<file path="config.mk">
export PLATFORM = sky130hd
export DESIGN_NAME = sab_ctrl
export DESIGN_NICKNAME = d
export VERILOG_FILES = /design/src/rtl/sab_pkg.sv /design/src/rtl/sab_ctrl.sv
export SDC_FILE = /design/constraint.sdc
export NUM_CORES = 1
export LEC_CHECK = 0
export ABC_AREA = 1
export BUFFER_PORTS_ARGS = -buffer_cell sky130_fd_sc_hd__buf_4
export CAP_MARGIN = 10
export CORE_ASPECT_RATIO = 0.6
export CORE_MARGIN = 5
export CORE_UTILIZATION = 40
export CTS_BUF_LIST = sky130_fd_sc_hd__clkbuf_4 sky130_fd_sc_hd__clkbuf_8 sky130_fd_sc_hd__clkbuf_16
export DETAILED_ROUTE_END_ITERATION = 8
export HOLD_SLACK_MARGIN = 0.1
export MAX_ROUTING_LAYER = met4
export PLACE_DENSITY = 0.81
export SYNTH_ARGS = -nofsm -noshare
export SYNTH_HDL_FRONTEND = slang
export SYNTH_SLANG_ARGS = --single-unit
</file>
<file path="constraint.sdc">
create_clock -name i_clk -period 2.79 [get_ports i_clk]
set_clock_uncertainty 0.15 [all_clocks]
set_input_delay 0.558 -clock i_clk [delete_from_list [all_inputs] [get_ports i_clk]]
set_output_delay 0.558 -clock i_clk [all_outputs]
set_load 0.005 [all_outputs]
</file>
<file path="src/rtl/sab_pkg.sv">
// shared types and constants of the suffix automaton builder
`default_nettype none
package sab_pkg;
    localparam int MAX_STATES = 8192;
    localparam int ALPHABET   = 26;
    localparam int MAX_TEXT   = 4096;
    localparam int STATE_W    = 13;
    localparam int SYM_W      = 5;
    localparam int OP_W       = 2;
    localparam int STAT_W     = 2;
    localparam int TR_AW      = STATE_W + SYM_W;

    localparam logic [OP_W-1:0] OP_APPEND = 2'd0;
    localparam logic [OP_W-1:0] OP_TRANS  = 2'd1;
    localparam logic [OP_W-1:0] OP_INFO   = 2'd2;

    localparam logic [STAT_W-1:0] ST_OK      = 2'd0;
    localparam logic [STAT_W-1:0] ST_FULL    = 2'd1;
    localparam logic [STAT_W-1:0] ST_INVALID = 2'd2;

    // transition read address
    localparam logic [1:0] TRA_ID_SYM = 2'd0;
    localparam logic [1:0] TRA_P_SYM  = 2'd1;
    localparam logic [1:0] TRA_Q_IDX  = 2'd2;
    // transition write address
    localparam logic [1:0] TWA_ROOT_IDX = 2'd0;
    localparam logic [1:0] TWA_NP_IDX   = 2'd1;
    localparam logic [1:0] TWA_NQ_IDX   = 2'd2;
    localparam logic [1:0] TWA_P_SYM    = 2'd3;
    // transition write data
    localparam logic [1:0] TWD_ZERO = 2'd0;
    localparam logic [1:0] TWD_NP   = 2'd1;
    localparam logic [1:0] TWD_NQ   = 2'd2;
    localparam logic [1:0] TWD_RD   = 2'd3;
    // state info read address
    localparam logic [2:0] RA_LAST = 3'd0;
    localparam logic [2:0] RA_ID   = 3'd1;
    localparam logic [2:0] RA_TR   = 3'd2;
    localparam logic [2:0] RA_P    = 3'd3;
    localparam logic [2:0] RA_Q    = 3'd4;
    localparam logic [2:0] RA_NP   = 3'd5;
    // state info write address
    localparam logic [1:0] WA_ROOT = 2'd0;
    localparam logic [1:0] WA_NP   = 2'd1;
    localparam logic [1:0] WA_NQ   = 2'd2;
    localparam logic [1:0] WA_Q    = 2'd3;
    // link write data
    localparam logic [2:0] LD_ZERO  = 3'd0;
    localparam logic [2:0] LD_ONE   = 3'd1;
    localparam logic [2:0] LD_Q     = 3'd2;
    localparam logic [2:0] LD_NQ    = 3'd3;
    localparam logic [2:0] LD_LINKQ = 3'd4;
    // q register source
    localparam logic [1:0] QS_ID = 2'd0;
    localparam logic [1:0] QS_TR = 2'd1;
    localparam logic [1:0] QS_NP = 2'd2;
    // result source
    localparam logic [1:0] FIN_ERR  = 2'd0;
    localparam logic [1:0] FIN_FULL = 2'd1;
    localparam logic [1:0] FIN_ZERO = 2'd2;
    localparam logic [1:0] FIN_RAM  = 2'd3;

    typedef struct packed {
        logic [1:0] tr_ra;
        logic       tr_we;
        logic [1:0] tr_wa;
        logic [1:0] tr_wd;
        logic [2:0] ra;
        logic [1:0] wa;
        logic       link_we;
        logic [2:0] link_d;
        logic       info_we;
        logic       len_zero;
        logic       end_d;
        logic       ld_in;
        logic       set_p_last;
        logic       p_from_link;
        logic       ld_lenp;
        logic       ld_q;
        logic [1:0] q_sel;
        logic       alloc_np;
        logic       alloc_nq;
        logic       ld_linkq;
        logic       idx_clr;
        logic       idx_inc;
        logic       set_cloned;
        logic       fin;
        logic [1:0] fin_sel;
    } t_cmd;

    typedef struct packed {
        logic [OP_W-1:0] op;
        logic            sym_bad;
        logic            id_bad;
        logic            full;
        logic            tr_zero;
        logic            tr_eq_q;
        logic            p_zero;
        logic            len_match;
        logic            idx_last;
    } t_sts;
endpackage
`default_nettype wire

</file>
<file path="src/rtl/sab_ctrl.sv">
// controller state machine sequencing appends and queries
`default_nettype none
module sab_ctrl import sab_pkg::*; (
    input  wire logic i_clk,
    input  wire logic i_rst_n,
    input  wire logic i_start,
    output logic      o_busy,
    input  wire t_sts i_sts,
    output t_cmd      o_cmd
);
    localparam logic [4:0] S_INIT_F   = 5'd0;
    localparam logic [4:0] S_INIT_ROW = 5'd1;
    localparam logic [4:0] S_IDLE     = 5'd2;
    localparam logic [4:0] S_DISP     = 5'd3;
    localparam logic [4:0] S_Q_T      = 5'd4;
    localparam logic [4:0] S_Q_OUT    = 5'd5;
    localparam logic [4:0] S_A_CHK    = 5'd6;
    localparam logic [4:0] S_A_CLR    = 5'd7;
    localparam logic [4:0] S_A_WRD    = 5'd8;
    localparam logic [4:0] S_A_WALK   = 5'd9;
    localparam logic [4:0] S_A_QRD    = 5'd10;
    localparam logic [4:0] S_A_QCMP   = 5'd11;
    localparam logic [4:0] S_A_CRD    = 5'd12;
    localparam logic [4:0] S_A_CWR    = 5'd13;
    localparam logic [4:0] S_A_L1     = 5'd14;
    localparam logic [4:0] S_A_L2     = 5'd15;
    localparam logic [4:0] S_A_L3     = 5'd16;
    localparam logic [4:0] S_A_RRD    = 5'd17;
    localparam logic [4:0] S_A_RED    = 5'd18;
    localparam logic [4:0] S_A_FIN    = 5'd19;
    localparam logic [4:0] S_A_OUT    = 5'd20;

    logic [4:0] r_state, n_state;

    assign o_busy = r_state != S_IDLE;

    always_comb begin
        n_state = r_state;
        o_cmd   = '0;
        o_cmd.tr_ra = TRA_P_SYM;
        o_cmd.ra    = RA_P;
        case (r_state)
            S_INIT_F: begin
                o_cmd.wa       = WA_ROOT;
                o_cmd.link_we  = 1'b1;
                o_cmd.link_d   = LD_ZERO;
                o_cmd.info_we  = 1'b1;
                o_cmd.len_zero = 1'b1;
                o_cmd.idx_clr  = 1'b1;
                n_state = S_INIT_ROW;
            end
            S_INIT_ROW: begin
                o_cmd.tr_we   = 1'b1;
                o_cmd.tr_wa   = TWA_ROOT_IDX;
                o_cmd.tr_wd   = TWD_ZERO;
                o_cmd.idx_inc = 1'b1;
                if (i_sts.idx_last) begin
                    n_state = S_IDLE;
                end
            end
            S_IDLE: begin
                if (i_start) begin
                    o_cmd.ld_in = 1'b1;
                    n_state = S_DISP;
                end
            end
            S_DISP: begin
                if (i_sts.op == OP_APPEND) begin
                    if (i_sts.sym_bad) begin
                        o_cmd.fin     = 1'b1;
                        o_cmd.fin_sel = FIN_ERR;
                        n_state = S_IDLE;
                    end else begin
                        o_cmd.ra         = RA_LAST;
                        o_cmd.set_p_last = 1'b1;
                        n_state = S_A_CHK;
                    end
                end else if (i_sts.id_bad || (i_sts.op != OP_TRANS && i_sts.op != OP_INFO)
                             || (i_sts.op == OP_TRANS && i_sts.sym_bad)) begin
                    o_cmd.fin     = 1'b1;
                    o_cmd.fin_sel = FIN_ERR;
                    n_state = S_IDLE;
                end else if (i_sts.op == OP_TRANS) begin
                    o_cmd.tr_ra = TRA_ID_SYM;
                    n_state = S_Q_T;
                end else begin
                    o_cmd.ra    = RA_ID;
                    o_cmd.ld_q  = 1'b1;
                    o_cmd.q_sel = QS_ID;
                    n_state = S_Q_OUT;
                end
            end
            S_Q_T: begin
                if (i_sts.tr_zero) begin
                    o_cmd.fin     = 1'b1;
                    o_cmd.fin_sel = FIN_ZERO;
                    n_state = S_IDLE;
                end else begin
                    o_cmd.ra    = RA_TR;
                    o_cmd.ld_q  = 1'b1;
                    o_cmd.q_sel = QS_TR;
                    n_state = S_Q_OUT;
                end
            end
            S_Q_OUT, S_A_OUT: begin
                o_cmd.fin     = 1'b1;
                o_cmd.fin_sel = FIN_RAM;
                n_state = S_IDLE;
            end
            S_A_CHK: begin
                if (i_sts.full) begin
                    o_cmd.fin     = 1'b1;
                    o_cmd.fin_sel = FIN_FULL;
                    n_state = S_IDLE;
                end else begin
                    o_cmd.ld_lenp  = 1'b1;
                    o_cmd.alloc_np = 1'b1;
                    o_cmd.idx_clr  = 1'b1;
                    n_state = S_A_CLR;
                end
            end
            S_A_CLR: begin
                o_cmd.tr_we   = 1'b1;
                o_cmd.tr_wa   = TWA_NP_IDX;
                o_cmd.tr_wd   = TWD_ZERO;
                o_cmd.wa      = WA_NP;
                o_cmd.info_we = 1'b1;
                o_cmd.end_d   = 1'b1;
                o_cmd.idx_inc = 1'b1;
                if (i_sts.idx_last) begin
                    n_state = S_A_WRD;
                end
            end
            S_A_WRD: begin
                if (i_sts.p_zero) begin
                    o_cmd.wa      = WA_NP;
                    o_cmd.link_we = 1'b1;
                    o_cmd.link_d  = LD_ONE;
                    n_state = S_A_FIN;
                end else begin
                    n_state = S_A_WALK;
                end
            end
            S_A_WALK: begin
                if (i_sts.tr_zero) begin
                    o_cmd.tr_we       = 1'b1;
                    o_cmd.tr_wa       = TWA_P_SYM;
                    o_cmd.tr_wd       = TWD_NP;
                    o_cmd.p_from_link = 1'b1;
                    n_state = S_A_WRD;
                end else begin
                    o_cmd.ld_q    = 1'b1;
                    o_cmd.q_sel   = QS_TR;
                    o_cmd.ld_lenp = 1'b1;
                    n_state = S_A_QRD;
                end
            end
            S_A_QRD: begin
                o_cmd.ra = RA_Q;
                n_state = S_A_QCMP;
            end
            S_A_QCMP: begin
                if (i_sts.len_match) begin
                    o_cmd.wa      = WA_NP;
                    o_cmd.link_we = 1'b1;
                    o_cmd.link_d  = LD_Q;
                    n_state = S_A_FIN;
                end else begin
                    o_cmd.alloc_nq = 1'b1;
                    o_cmd.ld_linkq = 1'b1;
                    o_cmd.idx_clr  = 1'b1;
                    n_state = S_A_CRD;
                end
            end
            S_A_CRD: begin
                o_cmd.tr_ra = TRA_Q_IDX;
                n_state = S_A_CWR;
            end
            S_A_CWR: begin
                o_cmd.tr_we = 1'b1;
                o_cmd.tr_wa = TWA_NQ_IDX;
                o_cmd.tr_wd = TWD_RD;
                if (i_sts.idx_last) begin
                    n_state = S_A_L1;
                end else begin
                    o_cmd.idx_inc = 1'b1;
                    n_state = S_A_CRD;
                end
            end
            S_A_L1: begin
                o_cmd.wa      = WA_NQ;
                o_cmd.link_we = 1'b1;
                o_cmd.link_d  = LD_LINKQ;
                o_cmd.info_we = 1'b1;
                n_state = S_A_L2;
            end
            S_A_L2: begin
                o_cmd.wa      = WA_Q;
                o_cmd.link_we = 1'b1;
                o_cmd.link_d  = LD_NQ;
                n_state = S_A_L3;
            end
            S_A_L3: begin
                o_cmd.wa         = WA_NP;
                o_cmd.link_we    = 1'b1;
                o_cmd.link_d     = LD_NQ;
                o_cmd.set_cloned = 1'b1;
                n_state = S_A_RRD;
            end
            S_A_RRD: begin
                if (i_sts.p_zero) begin
                    n_state = S_A_FIN;
                end else begin
                    n_state = S_A_RED;
                end
            end
            S_A_RED: begin
                if (i_sts.tr_eq_q) begin
                    o_cmd.tr_we       = 1'b1;
                    o_cmd.tr_wa       = TWA_P_SYM;
                    o_cmd.tr_wd       = TWD_NQ;
                    o_cmd.p_from_link = 1'b1;
                    n_state = S_A_RRD;
                end else begin
                    n_state = S_A_FIN;
                end
            end
            S_A_FIN: begin
                o_cmd.ra    = RA_NP;
                o_cmd.ld_q  = 1'b1;
                o_cmd.q_sel = QS_NP;
                n_state = S_A_OUT;
            end
            default: begin
                n_state = S_IDLE;
            end
        endcase
    end

    always_ff @(posedge i_clk) begin
        if (!i_rst_n) begin
            r_state <= S_INIT_F;
        end else begin
            r_state <= n_state;
        end
    end

    a_fin_to_idle: assert property (@(posedge i_clk) disable iff (!i_rst_n)
        o_cmd.fin |=> r_state == S_IDLE) else $error("result without return to idle");
    a_no_accept_busy: assert property (@(posedge i_clk) disable iff (!i_rst_n)
        o_cmd.ld_in |-> r_state == S_IDLE) else $error("item taken while busy");
    a_one_alloc: assert property (@(posedge i_clk) disable iff (!i_rst_n)
        !(o_cmd.alloc_np && o_cmd.alloc_nq)) else $error("two states allocated at once");
endmodule
`default_nettype wire

</file>
# == Yosys cells after proc, flatten, opt, wreduce, memory -nomap -nowiden ==
# Index checks and enable logic that the tools add are counted.
# op_classes
n_eq_ne,27
muxes,65
reduce_logical,12
# ops
operator,count
one-hot mux 5 bit (19 select lines),1
two-way mux 5 bit,11
two-way mux 3 bit,14
== test 5 x 4 -> 1 bit (second input constant),8
one-hot mux 3 bit (4 select lines),3
== test 5 bit (second input constant),5
one-hot mux 5 bit (5 select lines),1
== test 5 x 3 -> 1 bit (second input constant),4
two-way mux 1 bit,20
one-hot mux 4 bit (5 select lines),1
two-way mux 2 bit,7
== test 5 x 2 -> 1 bit (second input constant),2
one-hot mux 2 bit (5 select lines),1
inequality test 2 bit (second input constant),4
OR reduction 2 bit,4
one-hot mux 1 bit (2 select lines),3
== test 5 x 1 -> 1 bit (second input constant),1
logical NOT 5 bit,1
inequality test 5 x 2 -> 1 bit (second input constant),1
two-way mux 4 bit,1
one-hot mux 2 bit (2 select lines),1
one-hot mux 1 bit (3 select lines),1
AND reduction 3 bit,1
OR reduction 3 bit,1
other kinds (5),7
# word_totals
word_cells,105
register_bits,5
output_inout_bits,36

# == Logic depth before layout (Yosys ltp) ==
# Gate-level depths: netlist of the first run.
# depth
ltp_word,7
depth_mapped,10
mapped_depth_nobuf,10

# == Worst setup path before layout of the first run ==
# OpenSTA, ideal clock, no wires.
# synth_path
kind,input-to-output
start,input port i_sts[8] (netlist bit)
end,output port o_cmd[11] (netlist bit)
t_required_ns,2.082
path_buffers,0
slack_ns,0.708
t_arrival_ns,1.374
stages,5
cell_sequence,inv_1 ha_1 nand4_1 nor2_1 or3_1
# synth_rtl
element,line_no,rtl
from (decl),sab_ctrl.sv:8,"input wire t_sts i_sts,"
to (decl),sab_ctrl.sv:9,output t_cmd o_cmd

==> results of run 1 <==
-- cell type report --
class,instances,area [um^2]
fill,231,823
multi-input combinational,134,663
timing repair buffer,48,360
inverter,39,146
sequential,5,100
clock buffer,4,48.8
tap,30,37.5
-- final timing paths --
check	from	endpoint	cells after the start
worst max register to register	r_state[4]	r_state[2]	8
worst max-delay path	r_state[0]	o_cmd[22]	8
worst min-delay path	i_rst_n	r_state[1]	3
worst min register to register	r_state[1]	r_state[4]	4
-- layer usage --
metal	global-route usage (%)	routed length, um	vias to the layer above
li1	-	-	678
met1	34.6	1820	573
met2	27.7	1270	83
met3	5.98	463	2
met4	2.25	5	0
met5	-	0	-
-- power by group --
| group | switching [W] | internal, W |
|---|---|---|
| clock network | 0.0000360 | 0.000108 |
| registers | 0.0000154 | 0.0000819 |
| logic | 0.000188 | 0.000137 |
| total | 0.000239 | 0.000327 |
-- stage by stage --
stage / utilization (%) / power (W)
after floorplan: - / 0.000273
final: 62.2 / 0.000566
after detailed placement: 60.0 / 0.000415
after CTS: 62.2 / 0.000563
after global routing: 62.2 / 0.000610
after global placement: 60.0 / 0.000418
-- layout by cell type (no fill, tap or decap), drive strengths merged --
| master | count |
|---|---|
| a22oi | 1 |
| o21ai | 7 |
| nor2 | 38 |
| nand3b | 3 |
| a21oi | 4 |
| inv | 39 |
| o2111ai | 1 |
| dfxtp | 5 |
| or3 | 1 |
| nand3 | 23 |
| nand2 | 40 |
| ha | 2 |
| clkbuf | 4 |
| a31oi | 1 |
| nand4 | 7 |
| nor3 | 6 |
| buf | 48 |
-- kinds of logic (layout without fill, tap and decap cells) --
group           count (synthesis)  in the layout  synth area share (%)
compound gates                 14             14                  8.96
simple gates                  118            118                  60.2
fa+ha+maj                       2              2                  2.71
flops                           5              5                  10.9
buf+inv                        41             91                  17.2
-- tightest hold or removal path, stage by stage --
cell and delay (ns):
buf_4 0.11, o21ai_0 0.06, nor2_1 0.06
==> key figures, run 1 <==
Clocking
  – Clk sinks: 5
  – CTS tree: built
  – Clk slew on worst S/H paths: approximately 0.030 ns
  – Post_cts resized: 0
  – Num CTS Buffers: 3
  – CTS H-Tree Depth: 1
  – Clock Tree Buf Depth: 2
  – Cts hold-fix bufs: 0
  – Clock Tree Root: clkbuf_8
  – Clk_lat worst skew: 0.22 ns
  – Post-CTS Setup Inserts: 0

Layout
  – Top reg by flops: r_state
  – Share of layout cells above drive strength 1: a little under a third
  – Final instance area: between 1000 and 1500 um^2
  – Synthesis-to-layout area growth: 47.1%
  – Nets: roughly 250
  – Antenna diodes: 0
  – Finished Layout Cells: 260
  – Top flop regs: r_state x5
  – Max reg flops: 5

Timing
  – Worst Tran Pin Value: approximately 0.46 ns
  – Final hold vios: 0
  – Setup TNS: 0 ns
  – Crit path time final: between 2 and 3 ns
  – RSZ-0062 raised after global routing: no
  – Hold Slack: about 0.47 ns
  – Crit share post-route: between 90% and 100%
  – Max_slew headroom: roughly 70%
  – F_max: just under 400 MHz
  – Final Setup Violations: 0
  – Final setup margin: approximately 0.28 ns
  – Max Slew Vio Count: 0

Setup path
  – Critical-path cell list: nor2_1, inv_1, nor3_1, inv_1, nor2_1, inv_1, nand4_1, buf_4
  – CP startpoint kind: register
  – CP top delay family: simple AND/OR/NAND/NOR gates
  – Req. time, crit path: 2.08 ns
  – Crit path DAT: 1.81 ns
  – Most used cell, CP: inv_1
  – Worst Setup Path Type: reg2out
  – R2R setup slack: between 1 and 1.5 ns
  – Crit end category: primary output
  – Max incr delay on CP: ~0.4 ns
  – Max Fanout on Critical Path: 6
  – Critical path buffer and inverter count: 4
  – Slowest stage cell, crit path: nor2_1

Synthesis
  – Synth area leaders: nand2_1 15%, nor2_1 14%, inv_1 12%
  – EDFF count, synth: 0
  – Avg Synthesized Cell Area: 5.12 um^2
  – Seq/Total Area, Yosys: between 10% and 20%
  – Synth area leader: nand2_1
  – Post-synth top area share: ~15%
  – Post-Syn Instances: 180
  – Post-synthesis async set-or-reset flop share: 0%
  – Post-Syn Nets: 195
  – Commonest cells in the netlist: 37 x nand2_1, 35 x nor2_1, 29 x inv_1
  – Primary FF master, synth: dfxtp_1
  – Synthesized area: 922 um^2
  – Synth unique cells: 24
  – Most common cell in the netlist: nand2_1
  – Ys Warns: 0
  – Seq cells post-synth: 5

Placed design
  – Post-placement cell area: 1310 um^2
  – Post-detail-place hpwl: 3000 um
  – Routability congestion estimate: 0.978
  – Port Buffers: between 40 and 50
  – Placed insts: about 260
  – Pre-CTS WS: 0.447 ns

Floorplanning
  – Die Area: ~3400 um^2
  – I/O pins: between 40 and 50
  – Chip width: about 72 um
  – Die Height: about 47 um
  – # rows: 13
  – Core area: 2180 um^2
  – Initial Utilization: between 40% and 50%

Detailed routing
  – First drt pass iteration count: 4
  – Wire per inst: approximately 14 um
  – Final wirelength: 3560 um
  – Routed via count: about 1.3k
  – Post-route DRC: 0
  – DRT iter0 DRCs: 147
  – Antenna viol nets, final: 0
  – Drt via density: between 5 and 6

Min path
  – Worst hold path class: in2reg

Job
  – Maxcap violations: 0

Pwr
  – PD cells: about 420 nW/um^2
  – Leak pwr: about 0.87 nW
  – IR Drop Worst-Case VDD: around 180 uV

Global routing
  – Vias in the first global route: around 1.2k
  – Grt ovf: 0
  – Total GRT Usage: 22.2%
  – Largest net degree at the start of global routing: 11
  – Global-route wire length before repair: roughly 5600 um
  – Initial antenna violation count: 0

Run status
  – Outcome: finished clean
(Power assumes the default switching activity.)
==> run 2: changes to the inputs <==
Settings changed: BUFFER_PORTS_ARGS -buffer_cell sky130_fd_sc_hd__buf_4 to -buffer_cell sky130_fd_sc_hd__buf_2.
==> run 2 against run 1 <==
- first-iteration DRC count grew 8.8%
- worst setup slack lost 0.025 ns
- sequential power is essentially flat
- fmax shrank 0.99%
- largest cell class unchanged
- non-clock buffer count is the same
- routed wire length shrank 4.0%
- critical path depth is the same
- highest routed layer unchanged
- final cell count is the same
- core utilization shrank 5.5 points
- count of clock-buffer cells in the layout is the same
- sequential share of layout area grew 0.72 points
- total power shrank 6.6%
==> key figures, run 2 (synthesis gave the netlist of run 1 again) <==
Placed design
  – Post-detail-place hpwl: 2860 um (-4.4%)
  – Post-placement cell area: 1190 um^2 (-9.2%)
  – Routability congestion estimate: 0.981 (+0.27%)
  – Port Buffers: 48 (unchanged)

Detailed routing
  – Post-route DRC: 0 (unchanged)
  – Final wirelength: 3410 um (-4.0%)
  – Wire per inst: 13.1 um (-4.0%)
  – Drt via density: 5.21 (+1.4%)
  – First drt pass iteration count: 5 (+1)
  – DRT iter0 DRCs: 160 (+8.8%)
  – Routed via count: 1355 (+1.4%)
  – Antenna viol nets, final: 0 (unchanged)

Pwr
  – Reg power frac: 18.4% (+1.2 points)
  – Switching part of the total power: 44.2% (+1.9 points)
  – PD cells: 428 nW/um^2 (+2.5%)
  – Comb power frac: 54.9% (-2.5 points)
  – Leak pwr: 0.853 nW (-2.1%)
  – NetSw: 0.000234 W (-2.3%)
  – IR Drop Worst-Case VDD: 203 uV (+9.8%)
  – Clock power share: 26.7% (+1.3 points)
  – Pint: 0.000295 W (-9.7%)
  – Total power: 0.000529 W (-6.6%)

Clocking
  – CTS tree: built
  – Clk_lat worst skew: 0.22 ns (about the same)
  – Clock Tree Root: clkbuf_8
  – Post_cts resized: 0 (unchanged)
  – Clock Tree Buf Depth: 2 (unchanged)
  – Num CTS Buffers: 3 (unchanged)
  – Post-CTS Setup Inserts: 0 (unchanged)
  – Cts hold-fix bufs: 0 (unchanged)
  – Clk slew on worst S/H paths: 0.03 ns (about the same)
  – CTS H-Tree Depth: 1 (unchanged)
  – Clk sinks: 5 (unchanged)

Timing
  – Final hold vios: 0 (unchanged)
  – F_max: 394 MHz (-0.99%)
  – Hold Slack: 0.469 ns (-0.000381 ns)
  – Setup TNS: 0 ns (unchanged)
  – Final Setup Violations: 0 (unchanged)
  – Max_slew headroom: 68.8% (-0.089 points)
  – Max Slew Vio Count: 0 (unchanged)
  – Worst Tran Pin Value: 0.466 ns (+0.00133 ns)
  – Crit path time final: 2.54 ns (+0.0252 ns)
  – Crit share post-route: 91.0% (+0.90 points)
  – RSZ-0062 raised after global routing: no

Layout
  – Top reg by flops: r_state
  – Share of layout cells above drive strength 1: 31.7% (unchanged)
  – Area of the multi-input gates: 663 um^2 (unchanged)
  – Commonest non-fill, non-tap cells in the layout: 48 x buf_2, 37 x nand2_1, 35 x nor2_1
  – Top flop regs: r_state x5
  – Final instance area: 1240 um^2 (-8.9%)
  – Most common library cell in the layout ignoring fill and taps: buf_2
  – Max reg flops: 5 (unchanged)
  – Synthesis-to-layout area growth: 34.1%
  – Nets: 246 (unchanged)
  – Register area: 100 um^2 (unchanged)
  – Antenna diodes: 0 (unchanged)
  – Fillers: 234 (+1.3%)

Setup path
  – Crit path DAT: 1.83 ns (+0.02 ns)
  – Max Fanout on Critical Path: 6 (unchanged)
  – Worst Setup Path Type: reg2out
  – Crit end category: primary output
  – Req. time, crit path: 2.08 ns (about the same)
  – CP startpoint kind: register

Floorplanning
  – Initial Utilization: 42.3% (unchanged)
  – Die Height: 47.2 um (unchanged)
  – I/O pins: 49 (unchanged)
  – Core area: 2180 um^2 (unchanged)
  – Die Area: 3400 um^2 (unchanged)
  – Chip width: 72.0 um (unchanged)
  – # rows: 13 (unchanged)

Global routing
  – Total GRT Usage: 21.7% (-0.53 points)
  – Vias in the first global route: 1225 (+4.5%)
  – GR Util met1: 30.3% (-4.2 points)
  – GRT busiest layer: met2
  – Global-route wire length before repair: 5460 um (-1.7%)
  – Initial antenna violation count: 0 (unchanged)
  – Grt met2 use: 30.5% (+2.7 points)
  – Grt ovf: 0 (unchanged)
  – Met3 global-route usage: 7.69% (+1.7 points)
  – Largest net degree at the start of global routing: 11 (unchanged)

Job
  – Maxcap violations: 0 (unchanged)

Min path
  – Worst hold path class: in2reg

Run status
  – Outcome: finished clean
## run 2: power by group through the flow
stage	Sequential [W]	Clock [W]	Combinational [W]
CTS	0.0000965	0.000145	0.000283
finish	0.0000975	0.000141	0.000290
global route	0.0000982	0.000151	0.000325
floorplan	0.0000951	0	0.000178
global placement	0.0000983	0	0.000284
detailed placement	0.0000976	0	0.000281
## run 2: per-layer routing
| metal | up-vias | share of wire, % |
|---|---|---|
| met5 | - | 0 |
| met4 | 0 | 0.50 |
| met3 | 4 | 15 |
| met2 | 105 | 38 |
| met1 | 572 | 47 |
| li1 | 674 | - |
## run 2: path summary, 6_finish.rpt
path                   start          to  slack, ns  depth (start not counted)
setup reg to reg  r_state[0]  r_state[4]       0.99                          7
setup / recovery  r_state[0]   o_cmd[22]       0.25                          8
hold / removal       i_rst_n  r_state[1]       0.47                          3
hold reg to reg   r_state[1]  r_state[4]       0.69                          4
## run 2: per-stage QoR
step / util, % / cells / worst slack, ns
2_1_floorplan: - / 180 / 0.708
3_3_place_gp: 54.5 / 256 / 0.465
3_5_place_dp: 54.5 / 256 / 0.462
4_1_cts: 56.7 / 260 / 0.341
5_1_grt: 56.7 / 260 / 0.147
6_report: 56.7 / 260 / 0.252
## run 2: critical path, cell delays in order (launching register included)
cell and delay, ns:
dfxtp_1 0.35, nor2_1 0.40, nand3_1 0.21, nor2_1 0.23, inv_1 0.10, nand2_1 0.07
inv_1 0.06, nand4_1 0.07, buf_2 0.11
## run 2: layout make-up
cell class	count	share of cell area (%)
clock buffers	4	3.95
flip-flops and latches	5	8.10
multi-input cells	134	53.6
well taps	30	3.04
repair buffers	48	19.4
inverters	39	11.8
